$ cat config.mk
export PLATFORM = sky130hd
export DESIGN_NAME = parsb_ctrl
export DESIGN_NICKNAME = d
export VERILOG_FILES = /design/src/hdl/parsb_pkg.sv /design/src/hdl/parsb_ctrl.sv
export SDC_FILE = /design/constraint.sdc
export NUM_CORES = 1
export LEC_CHECK = 0
export BUFFER_PORTS_ARGS = -buffer_cell sky130_fd_sc_hd__clkbuf_2
export CAP_MARGIN = 20
export CORE_MARGIN = 3
export CORE_UTILIZATION = 45
export CTS_CLUSTER_SIZE = 8
export DETAILED_ROUTE_END_ITERATION = 10
export GPL_TIMING_DRIVEN = 0
export PLACE_DENSITY = 0.66
export SYNTH_ARGS = -nofsm -noshare
export SYNTH_HDL_FRONTEND = slang
export SYNTH_SLANG_ARGS = --single-unit
$ cat constraint.sdc
create_clock -name clk_i -period 5.17 [get_ports clk_i]
set_input_delay 0 -clock clk_i [delete_from_list [all_inputs] [get_ports clk_i]]
set_output_delay 0 -clock clk_i [all_outputs]
set_load 0.03 [all_outputs]
$ cat src/hdl/parsb_pkg.sv
`timescale 1ns / 1ps
// Shared types and constants of the point-add / range-sum block.
// No dependencies; used by the interfaces, the controller and the datapath.
package parsb_pkg;

  localparam int DATA_W = 32;
  localparam int IDX_W  = 9;

  // request function codes
  localparam logic FUNC_ADD   = 1'b0;
  localparam logic FUNC_QUERY = 1'b1;

  // adder operand selects
  typedef enum logic [1:0] {
    A_ACC,
    A_BP,
    A_IP
  } a_sel_e;

  typedef enum logic [1:0] {
    B_VAL,
    B_BP,
    B_IP
  } b_sel_e;

  // controller to datapath strobes
  typedef struct packed {
    logic   in_ld;
    logic   bp_rd_en;
    logic   ip_rd_en;
    logic   bp_wr_en;
    logic   ip_wr_en;
    logic   wr_zero;
    a_sel_e a_sel;
    b_sel_e b_sel;
    logic   sub;
    logic   acc_ld;
    logic   out_ld;
  } ctl_t;

endpackage

$ cat src/hdl/parsb_ctrl.sv
`timescale 1ns / 1ps
// Sequencer: clearing pass, read-modify-write walks for adds, four-step
// query sequence and result handshake. Depends on parsb_pkg; drives parsb_dp.
module parsb_ctrl #(
  parameter int ENTRIES     = 256,
  parameter int BLOCK_BITS  = 4,
  parameter int BLOCK_COUNT = 16
) (
  input  logic                               clk_i,
  input  logic                               rst_ni,
  input  logic                               in_valid_i,
  output logic                               in_ready_o,
  input  logic                               func_i,
  input  logic [parsb_pkg::IDX_W-1:0]        first_i,
  input  logic [parsb_pkg::IDX_W-1:0]        end_i,
  input  logic                               out_ready_i,
  output logic                               out_valid_o,
  output parsb_pkg::ctl_t                    ctl_o,
  output logic [$clog2(BLOCK_COUNT+1)-1:0]   bp_raddr_o,
  output logic [$clog2(BLOCK_COUNT+1)-1:0]   bp_waddr_o,
  output logic [$clog2(ENTRIES+1)-1:0]       ip_raddr_o,
  output logic [$clog2(ENTRIES+1)-1:0]       ip_waddr_o
);
  import parsb_pkg::*;

  localparam int MAXD = (ENTRIES > BLOCK_COUNT) ? ENTRIES : BLOCK_COUNT;
  localparam int CW   = $clog2(MAXD + 2);
  localparam int IXW  = (CW > IDX_W + 1) ? CW : IDX_W + 1;
  localparam int AWI  = $clog2(ENTRIES + 1);
  localparam int AWB  = $clog2(BLOCK_COUNT + 1);
  localparam logic [IXW-1:0] ENT_X  = IXW'(ENTRIES);
  localparam logic [IXW-1:0] BLK_X  = IXW'(BLOCK_COUNT);
  localparam logic [IXW-1:0] MAXD_X = IXW'(MAXD);
  localparam logic [IXW-1:0] BMASK  = IXW'((1 << BLOCK_BITS) - 1);
  localparam logic [IXW-1:0] ONE_X  = IXW'(1);

  typedef enum logic [3:0] {
    ST_CLEAR,
    ST_IDLE,
    ST_ASTART,
    ST_BWALK,
    ST_IWALK,
    ST_QA,
    ST_QB,
    ST_QC,
    ST_QD
  } state_e;

  state_e            state_q, state_d;
  logic [IXW-1:0]    cur_q, cur_d, last_q, last_d, wa_q, wa_d;
  logic              wpend_q, wpend_d;
  logic              out_valid_q, out_valid_d;
  logic [IDX_W-1:0]  first_q, first_d, end_q, end_d;

  logic [IXW-1:0]    pos_x, end_x, pf, pe, bf, be;
  logic [IXW-1:0]    blk_next, i_first, i_last;
  logic              i_any, more, in_acc;

  // saturate a query index to the table end
  function automatic logic [IXW-1:0] sat_pos(input logic [IXW-1:0] p);
    sat_pos = (p > ENT_X) ? ENT_X : p;
  endfunction

  // block of a saturated index, clipped to the last block prefix
  function automatic logic [IXW-1:0] blk_of(input logic [IXW-1:0] p);
    logic [IXW-1:0] b;
    b = p >> BLOCK_BITS;
    blk_of = (b > BLK_X) ? BLK_X : b;
  endfunction

  // index arithmetic on the captured request
  always_comb begin
    pos_x    = {{(IXW-IDX_W){1'b0}}, first_q};
    end_x    = {{(IXW-IDX_W){1'b0}}, end_q};
    pf       = sat_pos(pos_x);
    pe       = sat_pos(end_x);
    bf       = blk_of(pf);
    be       = blk_of(pe);
    blk_next = (pos_x >> BLOCK_BITS) + ONE_X;
    i_first  = pos_x + ONE_X;
    i_last   = ((pos_x | BMASK) > ENT_X) ? ENT_X : (pos_x | BMASK);
    i_any    = (i_first <= i_last);
    more     = (cur_q <= last_q);
  end

  assign in_ready_o  = (state_q == ST_IDLE);
  assign in_acc      = in_valid_i && in_ready_o;
  assign out_valid_o = out_valid_q;

  // next state, counters and datapath strobes
  always_comb begin
    state_d     = state_q;
    cur_d       = cur_q;
    last_d      = last_q;
    wa_d        = wa_q;
    wpend_d     = wpend_q;
    first_d     = first_q;
    end_d       = end_q;
    out_valid_d = out_ready_i ? 1'b0 : out_valid_q;
    ctl_o       = '0;
    ctl_o.a_sel = A_ACC;
    ctl_o.b_sel = B_VAL;
    bp_raddr_o  = cur_q[AWB-1:0];
    ip_raddr_o  = cur_q[AWI-1:0];
    bp_waddr_o  = wa_q[AWB-1:0];
    ip_waddr_o  = wa_q[AWI-1:0];

    case (state_q)
      ST_CLEAR: begin
        ctl_o.wr_zero  = 1'b1;
        ctl_o.bp_wr_en = (cur_q <= BLK_X);
        ctl_o.ip_wr_en = (cur_q <= ENT_X);
        bp_waddr_o     = cur_q[AWB-1:0];
        ip_waddr_o     = cur_q[AWI-1:0];
        cur_d          = cur_q + ONE_X;
        if (cur_q == MAXD_X) state_d = ST_IDLE;
      end
      ST_IDLE: begin
        ctl_o.in_ld = in_acc;
        if (in_acc) begin
          first_d = first_i;
          end_d   = end_i;
          if (func_i == FUNC_QUERY) begin
            state_d = ST_QA;
          end else if ({{(IXW-IDX_W){1'b0}}, first_i} < ENT_X) begin
            state_d = ST_ASTART;
          end
        end
      end
      ST_ASTART: begin
        wpend_d = 1'b0;
        if (blk_next <= BLK_X) begin
          cur_d   = blk_next;
          last_d  = BLK_X;
          state_d = ST_BWALK;
        end else if (i_any) begin
          cur_d   = i_first;
          last_d  = i_last;
          state_d = ST_IWALK;
        end else begin
          state_d = ST_IDLE;
        end
      end
      ST_BWALK: begin
        // read ahead one entry, write back the one read last cycle
        ctl_o.bp_rd_en = more;
        ctl_o.bp_wr_en = wpend_q;
        ctl_o.a_sel    = A_BP;
        ctl_o.b_sel    = B_VAL;
        wpend_d        = more;
        wa_d           = cur_q;
        if (more) begin
          cur_d = cur_q + ONE_X;
        end else if (i_any) begin
          cur_d   = i_first;
          last_d  = i_last;
          state_d = ST_IWALK;
        end else begin
          state_d = ST_IDLE;
        end
      end
      ST_IWALK: begin
        ctl_o.ip_rd_en = more;
        ctl_o.ip_wr_en = wpend_q;
        ctl_o.a_sel    = A_IP;
        ctl_o.b_sel    = B_VAL;
        wpend_d        = more;
        wa_d           = cur_q;
        if (more) cur_d = cur_q + ONE_X;
        else      state_d = ST_IDLE;
      end
      ST_QA: begin
        // fetch prefix(end) terms
        ctl_o.bp_rd_en = 1'b1;
        ctl_o.ip_rd_en = 1'b1;
        bp_raddr_o     = be[AWB-1:0];
        ip_raddr_o     = pe[AWI-1:0];
        state_d        = ST_QB;
      end
      ST_QB: begin
        // acc = prefix(end); fetch prefix(first) terms
        ctl_o.acc_ld   = 1'b1;
        ctl_o.a_sel    = A_BP;
        ctl_o.b_sel    = B_IP;
        ctl_o.bp_rd_en = 1'b1;
        ctl_o.ip_rd_en = 1'b1;
        bp_raddr_o     = bf[AWB-1:0];
        ip_raddr_o     = pf[AWI-1:0];
        state_d        = ST_QC;
      end
      ST_QC: begin
        ctl_o.acc_ld = 1'b1;
        ctl_o.a_sel  = A_ACC;
        ctl_o.b_sel  = B_BP;
        ctl_o.sub    = 1'b1;
        state_d      = ST_QD;
      end
      ST_QD: begin
        // final subtract goes into the result register once it is free
        ctl_o.a_sel = A_ACC;
        ctl_o.b_sel = B_IP;
        ctl_o.sub   = 1'b1;
        if (!out_valid_q || out_ready_i) begin
          ctl_o.out_ld = 1'b1;
          out_valid_d  = 1'b1;
          state_d      = ST_IDLE;
        end
      end
      default: state_d = ST_IDLE;
    endcase
  end

  // state and registered outputs
  always_ff @(posedge clk_i or negedge rst_ni) begin
    if (!rst_ni) begin
      state_q     <= ST_CLEAR;
      cur_q       <= '0;
      last_q      <= '0;
      wa_q        <= '0;
      wpend_q     <= 1'b0;
      out_valid_q <= 1'b0;
    end else begin
      state_q     <= state_d;
      cur_q       <= cur_d;
      last_q      <= last_d;
      wa_q        <= wa_d;
      wpend_q     <= wpend_d;
      out_valid_q <= out_valid_d;
    end
  end

  // captured request indexes
  always_ff @(posedge clk_i) begin
    first_q <= first_d;
    end_q   <= end_d;
  end

  // a result is never loaded over one that is still waiting
  a_out_free: assert property (@(posedge clk_i) disable iff (!rst_ni)
    ctl_o.out_ld |-> (!out_valid_q || out_ready_i))
    else $error("result overwritten while stalled");

  // a walk never reads the entry it writes back in the same cycle
  a_ip_rmw: assert property (@(posedge clk_i) disable iff (!rst_ni)
    (ctl_o.ip_wr_en && ctl_o.ip_rd_en) |-> (ip_waddr_o != ip_raddr_o))
    else $error("inner prefix read/write collision");

  a_bp_rmw: assert property (@(posedge clk_i) disable iff (!rst_ni)
    (ctl_o.bp_wr_en && ctl_o.bp_rd_en) |-> (bp_waddr_o != bp_raddr_o))
    else $error("block prefix read/write collision");

  // an add past the table end leaves the block idle
  a_add_oob: assert property (@(posedge clk_i) disable iff (!rst_ni)
    (in_acc && (func_i == FUNC_ADD) && ({{(IXW-IDX_W){1'b0}}, first_i} >= ENT_X))
    |=> (state_q == ST_IDLE))
    else $error("out-of-range add started a walk");

  // a result appears only at the end of a query sequence
  a_rsp_src: assert property (@(posedge clk_i) disable iff (!rst_ni)
    $rose(out_valid_q) |-> $past(state_q == ST_QD))
    else $error("result without query");

endmodule

== After elaboration in Yosys (flattened, before gate mapping) ==
Cells that the tools add are included.
Operators by class
  add/sub/neg operators: 3
  multiplexer cells: 43
  reduce and logical (&&, ||, !) cells: 15
  eq/ne operators: 16
  order comparisons: 11
Operators with widths (number)
  $mux W10: 7
  $pmux W10 S4: 1
  $mux W9: 4
  $pmux W4 S9: 1
  $mux W4: 7
  $gt A9 B9 Y1 const B: 3
  $pmux W10 S2: 1
  $pmux W4 S5: 1
  $pmux W9 S2: 1
  $eq A4 B3 Y1 const B: 4
  $mux W5: 3
  $add A10 B1 Y10 const B: 1
  $add A9 B1 Y10 const B: 1
  $eq A10 B9 Y1 const B: 1
  $gt A5 B5 Y1 const B: 2
  $le A10 B10 Y1: 1
  $le A10 B5 Y1 const B: 1
  $le A10 B9 Y1: 1
  $le A10 B9 Y1 const B: 1
  $ne A2 B2 Y1 const B: 5
  $pmux W1 S2: 5
  $pmux W5 S2: 1
  $lt A9 B9 Y1 const B: 1
  $mux W1: 9
  other kinds (17): 25
Word-level totals
  output and inout bits: 43
  bits in registers: 53
  word-level logic and storage cells: 96

== Longest topological paths before layout ==
Gate-level depths: netlist of the first run.
  word-level depth: 6
  depth in mapped cells: 12

== Worst setup path before layout of the first run ==
Ideal clock, no wire load.
  path kind: reg-to-reg
  start: reg first_q[4]
  end: reg cur_q[8]
  cell stages (with the launch flop): 12
  clock period less this slack: 2.714 ns
  slack: 2.456 ns
  required time: 5.044 ns
  data arrival time: 2.588 ns
  cell sequence: edfxtp_1 -> ha_1 -> nand3_1 -> nor2_1 -> ha_1 -> xnor2_1 -> or3_1 -> o21ai_1 -> a21oi_2 -> nor2_4 -> o21ai_2 -> a221o_1
On the way
  longest elaborated chain between the ends: 6
  elaborated cells between the ends (all ways): 10
  those cells by class: add/sub (2); order compare (3); mux (5)
RTL lines
  from (decl): RTL line parsb_ctrl.sv:53  | logic [IDX_W-1:0] first_q, first_d, end_q, end_d;
  from (signal assigned): RTL line parsb_ctrl.sv:234  | first_q <= first_d;
  $gt A9 B9 Y1: RTL line parsb_ctrl.sv:81  | i_last = ((pos_x | BMASK) > ENT_X) ? ENT_X : (pos_x | BMASK);
  $mux W9: RTL line parsb_ctrl.sv:81
  $le A10 B9 Y1: RTL line parsb_ctrl.sv:82  | i_any = (i_first <= i_last);
  $mux W10: RTL line parsb_ctrl.sv:136, parsb_ctrl.sv:154
  $mux W10 (on tied branches): RTL line parsb_ctrl.sv:152, parsb_ctrl.sv:132
  $pmux W10 S4 *: RTL line parsb_ctrl.sv:108  | case (state_q)
  to (signal assigned): RTL line parsb_ctrl.sv:224  | cur_q <= cur_d;
  to (decl): RTL line parsb_ctrl.sv:50  | logic [IXW-1:0] cur_q, cur_d, last_q, last_d, wa_q, wa_d;
Mark *: on every way between the ends. The rest lies on a longest branch, timed or not.
A chain may end at the register's enable or synchronous reset.

== Final worst setup path of the first run ==
  start: reg first_q[4]
  end: reg last_q[2]
On the way
  longest elaborated chain between the ends: 6
  elaborated cells between the ends (all ways): 10
  those cells by class: add/sub (2); order compare (3); mux (5)
RTL lines
  $gt A9 B9 Y1: RTL line parsb_ctrl.sv:81
  $mux W9: RTL line parsb_ctrl.sv:81
  $le A10 B9 Y1: RTL line parsb_ctrl.sv:82
  $mux W10: RTL line parsb_ctrl.sv:136, parsb_ctrl.sv:154
  $mux W10 (on tied branches): RTL line parsb_ctrl.sv:152, parsb_ctrl.sv:132
  $pmux W10 S2 *: RTL line parsb_ctrl.sv:108
  to (signal assigned): RTL line parsb_ctrl.sv:225  | last_q <= last_d;
  to (decl): RTL line parsb_ctrl.sv:50
Mark *: on every way between the ends. The rest lies on a longest branch, timed or not. The select of a mux whose other input is x is not followed.

==> flow_summary.toml, run 1 <==
[run_status]
run_status = "complete, no violations"

[power]
pwr_density_cell_nw_per_um2 = 623
leakagePower_uw = 0.00207
vdd.ir_drop.worst_mv = 0.340

[sta]
setup_violations = 0
skew_ns = 0.0135
final_hold_viol_count = 0
fin_tns_setup_ns = 0
post-route-worst-setup-slack_ns = 2.05
period_minus_slack_ns = 3.12
relSlewSlack_pct = 36.2
clock.fmax_mhz = 321
rsz0062_at_grt = "no"
hold_slack_ns = 0.0366
maxSlewViolCount = 0
fin_crit_sh_pct = 60.3
worst_pin_slew_ns = 0.957

[floorplanning]
initial_utilization_pct = 47.2
die_y_um = 96.9
num_rows = 32
dieArea_sq_um = 9390
io_pins = 66
core-area_sq_um = 7890
fp.dieW_um = 96.9

[synthesis]
synth_enable_flop_cells = 18
synth-xor-area-share_pct = 2.35
ys_seq_area_share_pct = 38.1
async_flop_share_pct = 66.0
synth-seq-cells = 53
synth_fa_ha_area_share_pct = 8.41
synth_top_cell_area_share_pct = 23.5
syn_inst = 411
synthTopCellsByArea = "dfrtp_1 24%, edfxtp_1 15%, ha_1 8.4%"
synthMuxAreaShare_pct = 5.89
synth_top_family_by_area = "simple AND/OR/NAND/NOR gates"
synth_compound_area_share_pct = 18.6
post-synth-top-count-cell = "nand2_1"
ys_types = 65
syn_avg_cell_area_sq_um = 9.05
netlist_area_sq_um = 3720
ys_top_cells_by_count = "60 x nand2_1, 35 x dfrtp_1, 29 x inv_1"
syn_nets = 459
yosysTopAreaCell = "dfrtp_1"
synth_ff_type = "dfrtp_1"
synth-simple-area-share_pct = 20.1
yosysWarnings = 0

[grt]
grt_pass1_vias = 3321
grt_pass1_wl_um = 16900
overflow = 0
grt_usage_pct = 22.0
grt_max_degree = 36
antenna_found_initial = 0

[detailed_routing]
via_per_inst = 5.80
first_iter_violations = 275
finalWirelength_um = 10300
drc = 0
wire_per_inst_um = 17.1
ant_nets = 0
first_pass_iters = 7
vias = 3507

[placement]
dp_slack_ns = 2.08
dp_hpwl_um = 7860
numPortBuffers = 65
gp_congestion = 0.948
placed_area_sq_um = 4170

[cells_and_area]
drive_gt1_share_pct = 22.9
area_delta_synth_final_pct = 20.4
fin_area_sq_um = 4480
num_antenna_cells = 0
nFillCells = 723
nNetsFinal = 550

[clock_network]
cts_buffer_depth = 2
insertion_delay_ns = 0.31
post_cts_buffers = 0
cts_tree = "built"
cts_made_buffers = 5
cts_root_buf = "clkbuf_8"
cts.sinks = 53
cts_max_level = 2
cts.clk_slew.worst_paths_ns = 0.10

[critical_path]
arrival_ns = 3.32
endpoint_kind = "flip-flop"
crit_path_frequent_cell = "ha_1"
crit_buf_inv = 0
crit_chain = "ha_1 > nand3_1 > nor2_1 > ha_1 > xnor2_1 > or3_1 > o21ai_1 > a21oi_2 > nor3_4 > nor2_2 > a21o_1"
worst_path_max_delay_cell = "edfxtp_1"
crit_family = "simple AND/OR/NAND/NOR gates"
start_kind = "flip-flop"
crit_type = "flip-flop to flip-flop"
cp_slowest_stage_delay_ns = 0.55
cp.required_ns = 5.37
path_max_fanout = 8

[min_path]
hp-class = "input port to flip-flop"

[flow_run]
max_cap_violations = 0
==> worst register-to-register path, stage by stage, from the launching register on <==
cell and delay [ns]:
edfxtp_1 0.55, ha_1 0.32, nand3_1 0.17, nor2_1 0.13
ha_1 0.27, xnor2_1 0.16, or3_1 0.37, o21ai_1 0.11
a21oi_2 0.12, nor3_4 0.45, nor2_2 0.15, a21o_1 0.22
==> final timing paths <==
| check | start | endpoint | slack [ns] | cells past startpoint |
|---|---|---|---|---|
| hold reg to reg | last_q[1]$_DFFE_PN0P_ | last_q[1]$_DFFE_PN0P_ | 0.49 | 1 |
| setup / recovery | first_q[4]$_DFFE_PP_ | last_q[2]$_DFFE_PN0P_ | 2.05 | 11 |
| max in group asynchronous | rst_ni | last_q[5]$_DFFE_PN0P_ | 4.22 | 2 |
| setup reg to reg | first_q[4]$_DFFE_PP_ | last_q[2]$_DFFE_PN0P_ | 2.05 | 11 |
| hold / removal | out_ready_i | out_valid_o$_DFF_PN0_ | 0.04 | 3 |
| min in group asynchronous | rst_ni | wa_q[5]$_DFFE_PN0P_ | 0.36 | 2 |
==> power breakdown <==
part	switching (uW)	internal (uW)	total, uW
clock	143	138	281
sequential	142	599	740
combinational	1140	628	1770
total	1420	1370	2790
==> state kept, by name, indices dropped and copies added, names as in the netlist <==
name and flops:
cur_q 10, end_q 9, first_q 9, last_q 10, out_valid_o 1, state_q 4
wa_q 9, wpend_q 1
==> area by class of cell <==
class                           instances  area (sq um)  share of cell area (%)
Multi-Input combinational cell        302          2060                    45.9
Timing Repair Buffer                   84           515                    11.5
Sequential cell                        53          1420                    31.6
Clock buffer                            7           108                    2.40
Buffer                                 24           125                    2.79
Clock inverter                          1          7.51                   0.168
Inverter                               32           121                    2.71
Tap cell                              102           128                    2.85
==> stage by stage <==
step	power [uW]	instances	util, %
final	2790	605	56.8
after floorplan	2000	411	-
after global routing	2990	605	56.8
after CTS	2780	605	56.8
after global placement	2450	578	52.9
after detailed placement	2480	578	52.9
==> cells by family (layout without fill, tap and decap cells) <==
kind of cell             Yosys count  count (layout)
AO/OA/AOI/OAI                     99              99
XOR/XNOR                          10              10
adder cells (fa/ha/maj)           25              25
buffers and inverters             56             148
flip-flops                        53              53
multiplexers                      20              20
AND/OR/NAND/NOR                  148             148
==> metal layers <==
metal	up-vias	part of all wire, %	GRT usage, %
li1	1666	-	-
met5	-	0	0
met2	146	47	35.9
met3	7	7.8	3.89
met4	0	0.94	5.18
met1	1688	44	30.4
==> layout by cell type (no fill, tap or decap), types with 6 or more instances in the layout <==
cell type      instances
ha_1                  25
buf_4                  7
nand3_1               15
nor3_1                10
a21o_1                 8
nor2_1                19
mux2_2                15
edfxtp_1              18
xnor2_1                7
clkbuf_8               6
dfrtp_1               35
clkbuf_2              65
buf_2                  7
dlygate4sd3_1         19
nor4_1                 7
a21oi_1               23
clkbuf_1               9
o21ai_0               18
nand4_1                6
inv_1                 29
nand2_1               60
==> what timing repair did <==
| action | 4_1_cts | 5_1_grt |
|---|---|---|
| hold buffers | 19 | 0 |
| gates resized for setup | 0 | 0 |
| hold endpoints to repair | 53 | 0 |
Power figures use the tool's default switching activity.
==> run 2, diff against run 1 <==
==> constraint.sdc (replaced) <==
create_clock -name clk_i -period 2.9 [get_ports clk_i]
set_input_delay 0 -clock clk_i [delete_from_list [all_inputs] [get_ports clk_i]]
set_output_delay 0 -clock clk_i [all_outputs]
set_load 0.03 [all_outputs]
==> run 2 against run 1 <==
Compared with the run above: clock power grew 79%; utilization grew 3.4 points; critical path depth grew 2; cell count grew 2.6%; sequential power grew 77%; count of clock-buffer cells in the layout is the same; wire length grew 3.8%; worst hold slack lost 0.0092 ns; first-iteration DRC count grew 30%; critical path type unchanged; largest cell class unchanged.
==> flow_summary.toml, run 2 (same netlist as run 1, synthesis figures left out) <==
[run_status]
run_status = "complete, no violations"

[cells_and_area]
nNetsFinal = 566
area_delta_synth_final_pct = 27.6
fin_area_sq_um = 4750
num_antenna_cells = 0
final_common_cell = "clkbuf_2"
final_cells = 621
drive_gt1_share_pct = 28.7
final_util_pct = 60.2
reg_top3 = "cur_q x10, last_q x10"
final_cell_mix = "65 x clkbuf_2, 60 x nand2_1, 35 x dfrtp_1"
nFillCells = 690

[detailed_routing]
dr_wl_met3_um = 760
met2_length_um = 5120
via_per_inst = 5.84
drc = 0
vias = 3625
m1WireLength_um = 4720
ant_nets = 0
finalWirelength_um = 10700
first_pass_iters = 6
first_iter_violations = 358
wire_per_inst_um = 17.3
highest_layer = "met4"

[grt]
grt_max_degree = 36
overflow = 0
grt_usage_pct = 22.3
grt_pass1_wl_um = 17100
antenna_found_initial = 0
grt_pass1_vias = 3352

[clock_network]
insertion_delay_ns = 0.32
cts_made_buffers = 5
cts.sinks = 53
cts_max_level = 2
cts_tree = "built"
cts_buffer_depth = 2
cts_root_buf = "clkbuf_8"
cts.clk_slew.worst_paths_ns = 0.11

[floorplanning]
io_pins = 66
num_rows = 32
dieArea_sq_um = 9390
core-area_sq_um = 7890
die_y_um = 96.9
fp.dieW_um = 96.9
initial_utilization_pct = 47.2

[sta]
fin_crit_sh_pct = 98.5
clock.fmax_mhz = 350
skew_ns = 0.0161
relSlewSlack_pct = 37.2
period_minus_slack_ns = 2.86
final_hold_viol_count = 0
worst_pin_slew_ns = 0.943
rsz0062_at_grt = "yes"
setup_violations = 0
fin_tns_setup_ns = 0
maxSlewViolCount = 0

[critical_path]
start_kind = "flip-flop"
cp_slowest_stage_delay_ns = 0.48
arrival_ns = 3.08
crit_type = "flip-flop to flip-flop"
cp.required_ns = 3.12
endpoint_kind = "flip-flop"
crit_chain = "nand3_2 > nor2_4 > nand3_2 > xnor2_2 > ha_1 > nand4_1 > or3_1 > o21ai_2 > a21oi_4 > nor2_4 > buf_6 > mux2i_1 > o311ai_1"
path_max_fanout = 5
worst_path_max_delay_cell = "edfxtp_1"

[placement]
gp_congestion = 0.948
dpl.cell_count = 578
dp_hpwl_um = 7860
placed_area_sq_um = 4170
numPortBuffers = 65

[power]
seqPwrFrac_pct = 24.9
vdd.ir_drop.worst_mv = 0.691
internal-power_uw = 2610
pwr_density_cell_nw_per_um2 = 1110
p_sw_uw = 2660
pwr-share-clk_pct = 9.6
power.total_uw = 5260
power_frac_comb_pct = 65.5
leakagePower_uw = 0.00218
swShare_pct = 50.4

[min_path]
hp-class = "input port to flip-flop"

[flow_run]
max_cap_violations = 0
-- run 2: power groups by stage --
stage	sequential, uW	clock (uW)	combinational (uW)
2_1_floorplan	1230	0	2340
3_3_place_gp	1330	0	3040
3_5_place_dp	1330	0	3090
4_1_cts	1300	508	3210
5_1_grt	1350	543	3730
6_report	1310	504	3450
-- run 2: cell type report --
cell class                 count  area [sq um]  share of cell area [%]
multi-input combinational    302          2180                    46.0
sequential                    53          1420                    29.8
timing repair buffer         100           656                    13.8
tap                          102           128                    2.69
buffer                        24           125                    2.64
inverter                      32           123                    2.58
clock buffer                   7           108                    2.27
clock inverter                 1          7.51                   0.158
-- run 2: worst max-delay path, delay by kind of cell (launching register included) --
kind / cells / cell delay (ns)
AO/OA/AOI/OAI: 3 / 0.45
XOR/XNOR: 1 / 0.17
adder cells (fa/ha/maj): 1 / 0.32
buffers and inverters: 1 / 0.15
flip-flops: 1 / 0.48
multiplexers: 1 / 0.06
AND/OR/NAND/NOR: 6 / 1.12
-- run 2: repair_timing --
action	4_1_cts	5_1_grt
endpoints found under the setup margin	19	26
endpoints found under the hold margin	53	0
setup buffers	7	9
resized for setup	5	21
pin swaps	2	14
hold buffers	19	0
-- run 2: layer usage --
metal	vias up	track usage, %
met4	0	5.40
met1	1753	30.4
met2	160	36.6
met5	-	0
met3	11	4.11
li1	1701	-
-- run 2: stage by stage --
stage                     setup slack, ns  hold WS (ns)
after floorplan                     0.186        -0.296
after global placement             -0.166         0.177
after detailed placement           -0.185         0.179
after CTS                         0.00307        0.0256
after global routing               -0.122        0.0280
final                              0.0431        0.0274
-- run 2: path summary, 6_finish.rpt --
path,startpoint,endpoint,slack [ns],depth (start not counted)
min in group asynchronous,rst_ni,last_q[9]$_DFFE_PN0P_,0.35,2
max in group asynchronous,rst_ni,last_q[4]$_DFFE_PN0P_,1.96,2
worst min-delay path,out_ready_i,out_valid_o$_DFF_PN0_,0.03,3
worst min register to register,wa_q[1]$_DFFE_PN0P_,wa_q[1]$_DFFE_PN0P_,0.49,2
worst max-delay path,first_q[1]$_DFFE_PP_,cur_q[4]$_DFFE_PN0P_,0.04,13
worst max register to register,first_q[1]$_DFFE_PP_,cur_q[4]$_DFFE_PN0P_,0.04,13
==> run 3, diff against run 2 <==
--- a/config.mk
+++ b/config.mk
@@ -5,6 +5,7 @@
 export SDC_FILE = /design/constraint.sdc
 export NUM_CORES = 1
 export LEC_CHECK = 0
+export ABC_AREA = 1
 export BUFFER_PORTS_ARGS = -buffer_cell sky130_fd_sc_hd__clkbuf_2
 export CAP_MARGIN = 20
 export CORE_MARGIN = 3
==> constraint.sdc (replaced) <==
create_clock -name clk_i -period 2.9 [get_ports clk_i]
set_input_delay 0 -clock clk_i [delete_from_list [all_inputs] [get_ports clk_i]]
set_output_delay 0 -clock clk_i [all_outputs]
set_load 0.005 [all_outputs]
==> run 3 against run 2 <==
Compared with the run above: sequential power hardly changed; wire length grew 4.3%; flip-flop and latch count unchanged; via count is 11% higher; largest cell class unchanged; combinational power shrank 23%; critical path type unchanged; critical endpoint is now last_q[4]$_DFFE_PN0P_; first-iteration DRC count is 32% lower.
==> flow_summary.toml, run 3 <==
[placement]
numPortBuffers = 65
gp_congestion = 0.929
dp_hpwl_um = 8690

[grt]
grt_usage_pct = 23.1
grt_pass1_wl_um = 18300
grt_pass1_vias = 3878
antenna_found_initial = 0
overflow = 0
grt_max_degree = 36

[sta]
final_hold_viol_count = 0
period_minus_slack_ns = 2.73
worst_pin_slew_ns = 0.898
maxSlewViolCount = 0
clock.fmax_mhz = 366
relSlewSlack_pct = 40.1
fin_crit_sh_pct = 94.2
hold_slack_ns = 0.0886
skew_ns = 0.00653
setup_violations = 0

[cells_and_area]
area_delta_synth_final_pct = 22.6
reg_top3 = "cur_q x10, last_q x10"
nFillCells = 792
nNetsFinal = 694
final_cell_mix = "138 x nand2_1, 77 x inv_1, 65 x clkbuf_2"
final_common_cell = "nand2_1"
final_util_pct = 57.8
seq_area_sq_um = 1420
drive_gt1_share_pct = 20.1
num_antenna_cells = 0
multi_input_area_sq_um = 2080

[detailed_routing]
first_iter_violations = 244
vias = 4009
via_per_inst = 5.33
first_pass_iters = 6
drc = 0
ant_nets = 0
finalWirelength_um = 11200
wire_per_inst_um = 14.9

[run_status]
run_status = "complete, no violations"

[clock_network]
cts_made_buffers = 5
cts_buffer_depth = 2
cts.clk_slew.worst_paths_ns = 0.10
cts_max_level = 2
insertion_delay_ns = 0.31
cts.sinks = 53
cts_tree = "built"
cts_root_buf = "clkbuf_8"

[critical_path]
r2r-start = "first_q[0]$_DFFE_PP_"
endpoint_kind = "flip-flop"
crit_type = "flip-flop to flip-flop"
path_max_fanout = 8
cp.required_ns = 3.11
arrival_ns = 2.95
start_kind = "flip-flop"
startpoint = "first_q[0]$_DFFE_PP_"

[synthesis]
syn_nets = 589
yosysTopAreaCell = "dfrtp_1"
synth_top_cell_area_share_pct = 22.3
syn_inst = 541
synth_enable_flop_cells = 18
ys_top_cells_by_count = "138 x nand2_1, 77 x inv_1, 64 x nand3_1"
syn_avg_cell_area_sq_um = 7.27
synth_ff_type = "dfrtp_1"
async_flop_share_pct = 66.0
netlist_area_sq_um = 3930
synthTopCellsByArea = "dfrtp_1 22%, edfxtp_1 14%, nand2_1 13%"
post-synth-top-count-cell = "nand2_1"
yosysWarnings = 0
ys_seq_area_share_pct = 36.0
ys_types = 39
synth-seq-cells = 53

[floorplanning]
die_y_um = 99.5
io_pins = 66
fp.dieW_um = 99.5
initial_utilization_pct = 47.2
num_rows = 33
core-area_sq_um = 8340
dieArea_sq_um = 9900

[power]
vdd.ir_drop.worst_mv = 0.404
leakagePower_uw = 0.00253
pwr_density_cell_nw_per_um2 = 932

[min_path]
hp-start = "func_i"
hp-class = "input port to flip-flop"

[flow_run]
max_cap_violations = 0
-- run 3: cell count changes in the layout (fill, tap and decap cells not counted), sizes merged, moves of 5 or more --
cell    previous run  this run
a211oi             6         0
a21o               8         0
a21oi             24        32
and2               5         0
and3               5         0
clkbuf            81        73
inv               30        83
mux2              15         0
mux2i              5         0
nand2             60       147
nand3             15        66
nor2              21        55
nor3              13         4
xnor2              7         0
-- run 3: logic make-up (layout without fill, tap and decap cells) --
kind of cell    count (synthesis)  count (layout)  synth area share (%)
compound gates                 72              72                  10.3
xor+xnor                        7               7                  1.56
fa+ha+maj                      25              25                  7.95
buf+inv                        98             204                  11.4
flops                          53              53                  36.0
simple gates                  286             286                  32.8
-- run 3: power by group --
group / total, uW / switching (uW) / internal (uW)
clock network: 537 / 255 / 282
registers: 1290 / 248 / 1050
logic: 2660 / 1590 / 1080
-- run 3: worst paths after layout --
check                                         end  slack (ns)  depth (start not counted)
min reg2reg                 last_q[4]$_DFFE_PN0P_        0.50                          2
max in group asynchronous   last_q[6]$_DFFE_PN0P_        2.00                          2
min                        state_q[2]$_DFFE_PN0P_        0.09                          5
max reg2reg                 last_q[4]$_DFFE_PN0P_        0.17                         18
min in group asynchronous     wa_q[3]$_DFFE_PN0P_        0.35                          2
max                         last_q[4]$_DFFE_PN0P_        0.17                         18
-- run 3: metrics by stage --
step	instances	power [uW]	area (sq um)	worst slack, ns	setup TNS, ns
final	752	4500	4820	0.168	0
after floorplan	541	2990	3930	0.512	0
after CTS	741	4430	4720	0.0307	0
after global routing	752	4910	4820	-0.0248	-0.0356
after detailed placement	712	3860	4400	-0.0271	-0.0330
after global placement	711	3790	4390	0.0673	0
-- run 3: layout make-up --
type,instances,area share [%]
multi-input cells,390,43.2
flip-flops and latches,53,29.4
repair buffers,98,12.9
inverters,83,6.51
plain buffers,15,2.80
well taps,105,2.73
clock buffers,7,1.79
clock inverters,1,0.623
-- run 3: repair_timing --
item,in CTS,in global routing
pin swaps,0,3
hold buffers,20,0
endpoints found under the setup margin,3,13
gates resized for setup,1,7
hold endpoints to repair,54,0
buffers inserted,1,11
cloned,0,0
-- run 3: per-layer routing --
metal | GRT usage [%] | vias to the layer above | routed length (um)
met2 | 38.3 | 176 | 5170
met5 | 0 | - | 0
met3 | 4.28 | 28 | 815
met4 | 7.88 | 0 | 301
met1 | 30.3 | 1829 | 4910
li1 | - | 1976 | -
-- run 3: critical path, cell delays in order (launching register included) --
cell and delay, ns:
edfxtp_1 0.46, ha_1 0.24, nand2_1 0.12, nor2_1 0.07
inv_1 0.08, nand2_1 0.07, o21ai_2 0.08, inv_1 0.07
ha_1 0.27, nand2_1 0.09, nor2_4 0.16, nand4_1 0.15
nand3_4 0.17, buf_4 0.14, nand3_1 0.08, nand2_2 0.12
inv_2 0.08, o21ai_1 0.13, inv_1 0.05
